**config.mk**
```make
export PLATFORM = sky130hd
export DESIGN_NAME = msp_v1_frame_receiver_unit
export DESIGN_NICKNAME = d
export VERILOG_FILES = /design/src/rtl/msp_fr_pkg.sv /design/src/rtl/msp_fr_parser.sv /design/src/rtl/msp_v1_frame_receiver_unit.sv
export SDC_FILE = /design/constraint.sdc
export NUM_CORES = 1
export LEC_CHECK = 0
export ABC_AREA = 1
export CAP_MARGIN = 20
export CELL_PAD_IN_SITES_DETAIL_PLACEMENT = 0
export CELL_PAD_IN_SITES_GLOBAL_PLACEMENT = 1
export CORE_ASPECT_RATIO = 0.5
export CORE_MARGIN = 10
export CORE_UTILIZATION = 35
export CTS_CLUSTER_SIZE = 12
export DETAILED_ROUTE_END_ITERATION = 8
export DONT_BUFFER_PORTS = 1
export MAX_ROUTING_LAYER = met4
export PLACE_DENSITY_LB_ADDON = 0.12
export RECOVER_POWER = 50
export SLEW_MARGIN = 20
export SYNTH_ARGS = -nofsm -noshare
export SYNTH_HDL_FRONTEND = slang
export SYNTH_HIERARCHICAL = 1
export SYNTH_SLANG_ARGS = --single-unit
```
**constraint.sdc**
```tcl
create_clock -name clk -period 4.12 [get_ports clk]
set_input_delay 0.206 -clock clk [delete_from_list [all_inputs] [get_ports clk]]
set_output_delay 0.206 -clock clk [all_outputs]
set_load 0.01 [all_outputs]
```
**src/rtl/msp_fr_pkg.sv**
```systemverilog
// Shared constants and types for the MSP v1 frame receiver.
package msp_fr_pkg;

  localparam logic [7:0] CH_DOLLAR   = 8'h24;
  localparam logic [7:0] CH_M        = 8'h4D;
  localparam logic [7:0] CH_REQUEST  = 8'h3C;
  localparam logic [7:0] CH_RESPONSE = 8'h3E;
  localparam logic [7:0] CH_ERROR    = 8'h21;

  localparam logic [1:0] KIND_PAYLOAD  = 2'd0;
  localparam logic [1:0] KIND_END_GOOD = 2'd1;
  localparam logic [1:0] KIND_END_BAD  = 2'd2;

  localparam logic [1:0] DIR_REQUEST  = 2'd0;
  localparam logic [1:0] DIR_RESPONSE = 2'd1;
  localparam logic [1:0] DIR_ERROR    = 2'd2;

  localparam int OUT_TDATA_W = 40;

  typedef struct packed {
    logic       valid;
    logic [1:0] kind;
    logic [7:0] data_byte;
    logic [7:0] position;
    logic [7:0] frame_command;
    logic [1:0] frame_direction;
    logic [7:0] frame_size;
  } msp_fr_result_t;

endpackage

```
**src/rtl/msp_fr_parser.sv**
```systemverilog
// Frame parsing state machine: consumes one byte per step and yields at most one result.
module msp_fr_parser
  import msp_fr_pkg::*;
(
  input  logic           clk,
  input  logic           rst_n,
  input  logic           step,
  input  logic [7:0]     rx_byte,
  output msp_fr_result_t res
);

  typedef enum logic [2:0] {
    PH_IDLE     = 3'd0,
    PH_DOLLAR   = 3'd1,
    PH_M        = 3'd2,
    PH_SIZE     = 3'd3,
    PH_COMMAND  = 3'd4,
    PH_PAYLOAD  = 3'd5,
    PH_CHECKSUM = 3'd6
  } phase_t;

  phase_t     phase_r, phase_nxt;
  logic [1:0] direction_r, direction_nxt;
  logic [7:0] size_r, size_nxt;
  logic [7:0] count_r, count_nxt;
  logic [7:0] command_r, command_nxt;
  logic [7:0] xor_r, xor_nxt;
  logic [7:0] count_inc;

  assign count_inc = count_r + 8'd1;

  always_comb begin
    phase_nxt     = phase_r;
    direction_nxt = direction_r;
    size_nxt      = size_r;
    count_nxt     = count_r;
    command_nxt   = command_r;
    xor_nxt       = xor_r;
    res                 = '0;
    res.frame_command   = command_r;
    res.frame_direction = direction_r;
    res.frame_size      = size_r;
    case (phase_r)
      PH_IDLE: begin
        if (rx_byte == CH_DOLLAR) begin
          phase_nxt = PH_DOLLAR;
        end
      end
      PH_DOLLAR: begin
        phase_nxt = (rx_byte == CH_M) ? PH_M : PH_IDLE;
      end
      PH_M: begin
        if (rx_byte == CH_REQUEST || rx_byte == CH_RESPONSE || rx_byte == CH_ERROR) begin
          direction_nxt = (rx_byte == CH_REQUEST)  ? DIR_REQUEST :
                          (rx_byte == CH_RESPONSE) ? DIR_RESPONSE : DIR_ERROR;
          xor_nxt       = 8'd0;
          phase_nxt     = PH_SIZE;
        end else begin
          phase_nxt = PH_IDLE;
        end
      end
      PH_SIZE: begin
        size_nxt  = rx_byte;
        xor_nxt   = xor_r ^ rx_byte;
        count_nxt = 8'd0;
        phase_nxt = PH_COMMAND;
      end
      PH_COMMAND: begin
        command_nxt = rx_byte;
        xor_nxt     = xor_r ^ rx_byte;
        phase_nxt   = (size_r != 8'd0) ? PH_PAYLOAD : PH_CHECKSUM;
      end
      PH_PAYLOAD: begin
        res.valid     = 1'b1;
        res.kind      = KIND_PAYLOAD;
        res.data_byte = rx_byte;
        res.position  = count_r;
        xor_nxt       = xor_r ^ rx_byte;
        count_nxt     = count_inc;
        if (count_inc >= size_r) begin
          phase_nxt = PH_CHECKSUM;
        end
      end
      PH_CHECKSUM: begin
        res.valid = 1'b1;
        res.kind  = (xor_r == rx_byte) ? KIND_END_GOOD : KIND_END_BAD;
        phase_nxt = PH_IDLE;
      end
      default: begin
        phase_nxt     = PH_IDLE;
        direction_nxt = 2'd0;
        size_nxt      = 8'd0;
        count_nxt     = 8'd0;
        command_nxt   = 8'd0;
        xor_nxt       = 8'd0;
      end
    endcase
  end

  always_ff @(posedge clk) begin
    if (!rst_n) begin
      phase_r     <= PH_IDLE;
      direction_r <= 2'd0;
      size_r      <= 8'd0;
      count_r     <= 8'd0;
      command_r   <= 8'd0;
      xor_r       <= 8'd0;
    end else if (step) begin
      phase_r     <= phase_nxt;
      direction_r <= direction_nxt;
      size_r      <= size_nxt;
      count_r     <= count_nxt;
      command_r   <= command_nxt;
      xor_r       <= xor_nxt;
    end
  end

`ifndef SYNTH
  a_payload_size_nonzero: assert property (@(posedge clk) disable iff (!rst_n)
    phase_r == PH_PAYLOAD |-> size_r != 8'd0)
    else $error("payload phase entered with zero size");

  a_payload_count_bound: assert property (@(posedge clk) disable iff (!rst_n)
    phase_r == PH_PAYLOAD |-> count_r < size_r)
    else $error("payload count reached announced size");

  a_checksum_to_idle: assert property (@(posedge clk) disable iff (!rst_n)
    step && phase_r == PH_CHECKSUM |=> phase_r == PH_IDLE)
    else $error("parser did not return to idle after frame end");
`endif

endmodule

```
**src/rtl/msp_v1_frame_receiver_unit.sv**
```systemverilog
// Top level of the MSP v1 frame receiver with input and result registers.
//
// The block takes one received serial byte per item on the in_ stream and
// recognises MSP v1 frames ('$', 'M', direction, size, command, payload,
// XOR checksum). Each payload byte leaves on the out_ stream with its index
// in the payload; the checksum byte yields one frame-end item marked good or
// bad. Header bytes and stray bytes yield no item.
// An accepted byte sits in an input register while the parser decides its
// result, which is then held in the result register; a full result register
// keeps the byte waiting in the input register.
// One byte can be accepted every cycle while out_tready is high; the single parser
// state update per byte sets that rate. in_tready stays high while the result
// register is free or being emptied, so a stalled receiver holds at most one
// result and one pending byte before in_tready falls.
// Synchronous reset empties both registers and returns the parser to idle
// with all frame fields cleared.
module msp_v1_frame_receiver_unit
  import msp_fr_pkg::*;
(
  input  logic                   clk,
  input  logic                   rst_n,
  input  logic                   in_tvalid,
  output logic                   in_tready,
  input  logic [7:0]             in_tdata,   // rx_byte[7:0]
  output logic                   out_tvalid,
  input  logic                   out_tready,
  output logic [OUT_TDATA_W-1:0] out_tdata,  // data_byte, position, frame_command,
                                             // frame_direction, frame_size, zero pad
  output logic [1:0]             out_tuser   // kind[1:0]
);

  logic           in_valid_r;
  logic [7:0]     in_byte_r;
  logic           step;
  msp_fr_result_t res;
  msp_fr_result_t out_r;
  logic           out_valid_r;

  assign step      = in_valid_r && (!out_valid_r || out_tready);
  assign in_tready = !in_valid_r || step;

  always_ff @(posedge clk) begin
    if (!rst_n) begin
      in_valid_r <= 1'b0;
    end else if (in_tready) begin
      in_valid_r <= in_tvalid;
    end
  end

  always_ff @(posedge clk) begin
    if (in_tready && in_tvalid) begin
      in_byte_r <= in_tdata;
    end
  end

  msp_fr_parser u_parser (
    .clk     (clk),
    .rst_n   (rst_n),
    .step    (step),
    .rx_byte (in_byte_r),
    .res     (res)
  );

  always_ff @(posedge clk) begin
    if (!rst_n) begin
      out_valid_r <= 1'b0;
    end else if (step) begin
      out_valid_r <= res.valid;
    end else if (out_tready) begin
      out_valid_r <= 1'b0;
    end
  end

  always_ff @(posedge clk) begin
    if (step && res.valid) begin
      out_r <= res;
    end
  end

  assign out_tvalid = out_valid_r;
  assign out_tuser  = out_r.kind;
  assign out_tdata  = {6'd0, out_r.frame_size, out_r.frame_direction,
                       out_r.frame_command, out_r.position, out_r.data_byte};

`ifndef SYNTH
  a_pending_byte_held: assert property (@(posedge clk) disable iff (!rst_n)
    in_valid_r && !step |=> in_valid_r && $stable(in_byte_r))
    else $error("pending byte lost while result register was full");

  a_frame_end_zero_fields: assert property (@(posedge clk) disable iff (!rst_n)
    out_valid_r && out_r.kind != KIND_PAYLOAD |->
      out_r.data_byte == 8'd0 && out_r.position == 8'd0)
    else $error("frame-end item carries payload data");

  a_kind_legal: assert property (@(posedge clk) disable iff (!rst_n)
    out_valid_r |-> out_r.kind == KIND_PAYLOAD || out_r.kind == KIND_END_GOOD ||
                    out_r.kind == KIND_END_BAD)
    else $error("result item with unused kind code");
`endif

endmodule
```
==> results of run 1 <==
==> layout by cell type (no fill, tap or decap) <==
master / n
dfxtp_1: 39
clkinv_4: 1
a21boi_1: 1
nor4_1: 2
buf_4: 2
xor2_1: 14
nor2_1: 40
ha_1: 9
nand3_1: 23
inv_6: 1
clkinvlp_4: 1
inv_1: 57
clkinv_2: 1
bufinv_16: 1
nand2_2: 4
nor2_2: 4
dlygate4sd3_1: 9
conb_1: 6
clkinv_1: 2
a21oi_2: 1
edfxtp_1: 44
nand2_1: 83
nor3_1: 5
a22oi_1: 1
nand3_4: 1
nor3_4: 1
nor3_2: 9
a21oi_1: 40
clkbuf_16: 9
inv_2: 10
a21o_1: 1
nand4_1: 2
a211oi_1: 3
a21boi_0: 1
o21ai_1: 3
==> worst max-delay path, delay by kind of cell, from the launching register on <==
| kind | cells | cell delay [ns] |
|---|---|---|
| and+or+nand+nor | 3 | 1.11 |
| buffers and inverters | 2 | 0.40 |
| DFF | 1 | 0.53 |
==> routing by layer <==
metal  vias to the layer above  share of wire (%)  routed length, µm
met5                         -                  0                  0
met4                         0               0.40                 35
met3                         4                6.7                588
met2                        67                 45               3930
met1                      1289                 48               4270
li1                       1347                  -                  -
==> area by class of cell <==
type                       instances  area (µm²)  area share, %
clock inverter                     7        67.6           1.59
inverter                          67         251           5.90
multi-input combinational        254        1340           31.3
timing repair buffer              11         105           2.47
tap                              140         175           4.11
sequential                        83        2100           49.3
clock buffer                       9         225           5.28
==> flip-flops by register name, summed over array words and instances, names as in the netlist <==
register and cells:
u_parser/count_r 8, in_valid_r 1, in_byte_r 8, out_tvalid 1
out_tuser 2, u_parser/size_r 8, u_parser/direction_r 2, u_parser/phase_r 3
out_tdata 34, u_parser/command_r 8, u_parser/xor_r 8
==> kinds of logic after synthesis <==
family	after synthesis	synth area share (%)
buffers and inverters	83	9.33
adders and majority gates	9	2.98
AOI/OAI and AO/OA	51	7.41
and+or+nand+nor	174	21.3
DFF	83	55.6
xor gates and xnor gates	14	3.24
other	1	0.0992
==> per-stage QoR <==
stage               power [mW]  cell area, µm²  worst slack, ns
finish                    1.71            4260             1.76
global route              1.78            4260             1.48
CTS                       1.73            4280             1.74
detailed placement       0.933            3890             1.74
global placement         0.933            3890             1.84
floorplan                0.926            3800           0.0869
==> power by group through the flow <==
stage               Sequential, mW  Combinational, mW  Clock (mW)
floorplan                    0.892             0.0335           0
global placement             0.902             0.0311           0
detailed placement           0.902             0.0315           0
CTS                          0.884             0.0387       0.810
global route                 0.884             0.0444       0.848
finish                       0.884             0.0389       0.786
==> final timing paths <==
kind	slack, ns	to	depth (start not counted)	from
min reg2reg	0.43	out_tdata[20]$_DFFE_PP_	0	u_parser/command_r[4]$_SDFFE_PN0P_
min	0.02	u_parser/direction_r[0]$_SDFFE_PN0P_	2	rst_n
max	1.76	out_tdata[12]$_DFFE_PP_	5	u_parser/phase_r[0]$_SDFFE_PN0P_
max reg2reg	1.76	out_tdata[12]$_DFFE_PP_	5	u_parser/phase_r[0]$_SDFFE_PN0P_
==> repair_timing <==
action / CTS / global route
endpoints found under the hold margin: 13 / 0
hold buffers: 9 / 0
setup endpoints to repair: 0 / 0
==> impl_results.md, run 1 <==
- Status: finished, final reports clean
- Final min period: 2.36 ns
- Post-synthesis cell type count: 32
- TNS Setup: 0 ns
- Part of the cycle the worst path needs: 57.3%
- Final ANT Viol Nets: 0
- Worst skew pair latency: 0.33 ns
- Routing usage on met3: 4.34%
- Asr flop ratio synth: 0%
- Pin count of the biggest net entering global routing: 33
- Commonest cells in the netlist: 83 x nand2_1, 57 x inv_1, 44 x edfxtp_1
- Seq pwr share: 51.7%
- M1 GR Usage: 14.5%
- Final #Nets: 447
- NetSw: 0.358 mW
- Detailed-route DRC error count: 0
- Switching fraction of total power: 21.0%
- Met2 GRT Util: 18.3%
- Worst clock skew: 0.00493 ns
- DR WL/cell: 15.5 µm
- CP endpoint kind: flop
- GR peak layer: met2
- Yosys reg bits: 83
- Clock sinks: 83
- Drt pass-1 iters: 4
- Clock Power Share: 46.0%
- Top_reg_cell synth: edfxtp_1
- CTS Buf Count: 9
- Die H: 93.5 µm
- Max Freq: 424 MHz
- RSZ-0062 raised after global routing: false
- Slowest-stage cell, CP: nand3_1
- CP Class: flop to flop
- DR vias: 2707
- Non-Filler Instances: 571
- CORE AREA: 10400 µm²
- Global Route Usage Sum: 11.8%
- Most common cell in the netlist: nand2_1
- Share of layout cells above drive strength 1: 10.7%
- Worst-path clk slew: 0.06 ns
- CP max FO: 20
- Combinational power share: 2.3%
- Post-CTS setup buffers: 0
- Starting Density: 36.4%
- IO Count: 56
- Final Hold Viols: 0
- Placer Congestion: 0.788
- Mapped cell area: 3780 µm²
- # rows: 26
- Post-synthesis sequential area ratio: 55.6%
- HPWL Detailed: 6470 µm
- Htree depth: 3
- Layout overhead on the synthesized area: 12.7%
- Slew margin rel.: 43.0%
- Final setup violating endpoints: 0
- Final hold slack: 0.0166 ns
- Number of DRC markers in iteration 0: 122
- Power density cells: 401 nW/µm²
- Gr ovfl total: 0
- Worst setup SP type: flop
- Top cell type's share of synthesized area: 35.0%
- Leading area contributor after synthesis: edfxtp_1
- Top cells by area, synth: edfxtp_1 35%, dfxtp_1 21%, nand2_1 8.2%
- CTS root buf: clkbuf_16
- Leakage power: 1.65 nW
- Vias in the first global route: 2770
- Inst Count DP: 546
- Total of warnings raised by yosys: 6
- CP Data Arrival Time: 2.37 ns
- Req. time, crit path: 4.13 ns
- Layout Utilization: 41.1%
- Fillers: 1041
- Syn Inst Count: 415
- Hold WC Path Type: primary input to flop
- VDD IR-drop max: 0.165 mV
- First-pass GRT wire length: 14300 µm
- Input/output buffers: 0
- Number of max-cap violations: 0
- Vias per cell: 4.74
- Post-synthesis average cell area: 9.11 µm²
- Cell internal pwr: 1.35 mW
- Antenna diodes: 0
- Post-CTS Resized: 0
- Max Slew Vio Count: 0
- Worst slew pin tran: 0.852 ns
- Initial antenna violation count: 0
- Chip width: 167 µm
- Routed WL: 8820 µm
- CTS tree: yes
- Slowest stage delay, CP: 0.67 ns
- EDFF count, synth: 44
- Clock buffer depth: 2
- Worst-path cell chain: nand3_1, nand2_1, inv_1, nor3_2, buf_4
- Die area: 15600 µm²
Note: power is estimated with default switching activity, not from simulation.
==> inputs of run 2 (changes only) <==
- ABC_AREA: 1 -> 0
- clock period: 4.12 -> 2 ns (I/O delays scaled with it)
==> impl_results.md, run 2 <==
- Final ANT Viol Nets: 0
- Pin count of the biggest net entering global routing: 37
- Syn Inst Count: 343
- Hold Path Sink: u_parser/direction_r[0]$_SDFFE_PN0P_
- Commonest non-fill, non-tap cell in the layout: edfxtp_1
- Commonest cells in the netlist: 44 x edfxtp_1, 39 x dfxtp_1, 28 x nor2_1
- Vias per cell: 4.98
- Routed WL: 9630 µm
- CP max FO: 4
- Slew margin rel.: 50.7%
- Storage cell area: 2120 µm²
- CORE AREA: 10300 µm²
- Yosys reg bits: 83
- Worst-path clk slew: 0.06 ns
- Reg-to-Reg End: u_parser/phase_r[1]$_SDFFE_PN0P_
- Leakage power: 1.71 nW
- Top cells by area, synth: edfxtp_1 35%, dfxtp_1 21%, and2_1 3.2%
- Placement-stage cell area: 4190 µm²
- Die H: 93.2 µm
- Clock buffer depth: 2
- Die area: 15500 µm²
- Post-synthesis sequential area ratio: 56.0%
- Max reg flops: 34
- Area of the multi-input gates: 1610 µm²
- Starting Density: 36.3%
- Slowest-stage cell, CP: dfxtp_4
- Asr flop ratio synth: 0%
- Power density cells: 750 nW/µm²
- Worst setup SP type: flop
- Final Hold Viols: 0
- Final #Nets: 416
- Post-synthesis average cell area: 10.9 µm²
- Worst-path cell chain: nand3_2, nor3_2, xor2_1, ha_1, a2111oi_4, a21oi_2, o221a_1
- Global Route Usage Sum: 12.9%
- R2R depth: 7
- DR WL/cell: 17.8 µm
- Part of the cycle the worst path needs: 103%
- Inst Count DP: 507
- Antenna diodes: 0
- Gr ovfl total: 0
- Max Freq: 486 MHz
- Drt pass-1 iters: 4
- Min-delay src: rst_n
- Vias in the first global route: 2790
- Detailed-route DRC error count: 0
- Clock sinks: 83
- Hold WC Path Type: primary input to flop
- VDD IR-drop max: 0.345 mV
- CP Data Arrival Time: 2.29 ns
- Initial antenna violation count: 0
- Total of warnings raised by yosys: 6
- Slowest stage delay, CP: 0.37 ns
- Number of max-cap violations: 0
- Chip width: 166 µm
- Final setup violating endpoints: 2
- DR vias: 2687
- Worst clock skew: 0.00815 ns
- Worst skew pair latency: 0.34 ns
- Worst slew pin tran: 0.737 ns
- Worst hold stages: 4
- CTS root buf: clkbuf_16
- CTS tree: yes
- First-pass GRT wire length: 15300 µm
- # rows: 26
- RSZ-0062 raised after global routing: true
- Status: finished with violations
- Post-synthesis cell type count: 53
- Layout overhead on the synthesized area: 25.5%
- Final setup margin: -0.0593 ns
- Commonest non-fill, non-tap cells in the layout: 44 x edfxtp_1, 40 x buf_4, 34 x dfxtp_1
- Max Slew Vio Count: 0
- FF-to-FF Start: u_parser/count_r[1]$_SDFFE_PN0P_
- Top cell type's share of synthesized area: 35.2%
- PnR Total Power: 3.53 mW
- IO Count: 56
- Reg2reg setup slack: -0.06 ns
- Input/output buffers: 0
- CP Class: flop to flop
- Design Area, Final: 4710 µm²
- TNS Setup: -0.114 ns
- Number of DRC markers in iteration 0: 174
- Placer Congestion: 0.806
- Req. time, crit path: 2.23 ns
- CP endpoint kind: flop
- Htree depth: 3
- Failing checks: negative setup slack
- Layout Utilization: 45.5%
- CTS Buf Count: 9
- Leading area contributor after synthesis: edfxtp_1
- Mapped cell area: 3750 µm²
- Final min period: 2.06 ns
- Most common cell in the netlist: edfxtp_1
- EDFF count, synth: 44
- Non-Filler Instances: 540
- Share of layout cells above drive strength 1: 22.0%
- Top_reg_cell synth: edfxtp_1
- Fillers: 982
- HPWL Detailed: 6780 µm
[run 2: cells by family after synthesis]
group / count (synthesis) / synth area share, %
other cells: 1 / 0.0999
buf+inv: 36 / 5.20
xor+xnor: 16 / 3.73
compound gates: 71 / 13.4
fa+ha+maj: 9 / 3.00
flops: 83 / 56.0
simple gates: 127 / 18.6
[run 2: worst max path at each step]
stage,from,end,slack [ns],cells past startpoint
floorplan,u_parser/count_r[1]$_SDFFE_PN0P_,u_parser/phase_r[1]$_SDFFE_PN0P_,-0.13,10
global placement,u_parser/count_r[1]$_SDFFE_PN0P_,u_parser/phase_r[1]$_SDFFE_PN0P_,-0.26,10
detailed placement,u_parser/count_r[1]$_SDFFE_PN0P_,u_parser/phase_r[0]$_SDFFE_PN0P_,-0.38,10
CTS,u_parser/count_r[0]$_SDFFE_PN0P_,u_parser/phase_r[1]$_SDFFE_PN0P_,-0.10,10
global route,u_parser/count_r[1]$_SDFFE_PN0P_,u_parser/phase_r[0]$_SDFFE_PN0P_,-0.21,10
finish,u_parser/count_r[1]$_SDFFE_PN0P_,u_parser/phase_r[1]$_SDFFE_PN0P_,-0.06,7
[run 2: timing repair]
action,4_1_cts,5_1_grt
resized for setup,11,12
buffers inserted,2,2
endpoints found under the hold margin,21,0
endpoints found under the setup margin,2,12
gates cloned,0,0
hold buffers,13,0
pin swaps,14,9
[run 2: area by class of cell]
cell class                      instances  share of cell area [%]
Multi-Input combinational cell        229                    34.1
Inverter                               10                   0.797
Clock inverter                          5                    1.14
Clock buffer                           11                    4.94
Tap cell                              140                    3.72
Sequential cell                        83                    44.9
Timing Repair Buffer                   62                    10.4
[run 2: through the flow]
stage,hold slack [ns],worst slack [ns]
3_5_place_dp,0.199,-0.375
5_1_grt,0.0756,-0.214
6_report,0.0555,-0.0593
4_1_cts,0.0474,-0.103
3_3_place_gp,0.199,-0.261
2_1_floorplan,0.199,-0.128
[run 2: routing by layer]
layer | up-vias | routed length, µm | global-route usage (%)
met4 | 0 | 125 | 4.65
met2 | 59 | 4330 | 19.9
met3 | 14 | 417 | 3.59
met1 | 1286 | 4770 | 16.0
li1 | 1328 | - | -
met5 | - | 0 | -
[run 2: power breakdown]
part / internal [mW] / switching (mW)
sequential: 1.79 / 0.0129
combinational: 0.0507 / 0.0659
clock: 0.961 / 0.652
[run 2: critical path: cells and delay by family, from the launching register on]
family	cells	cell delay, ns
XOR/XNOR	1	0.21
flip-flops	1	0.37
AO/OA/AOI/OAI	3	0.77
adder cells (fa/ha/maj)	1	0.31
AND/OR/NAND/NOR	2	0.29
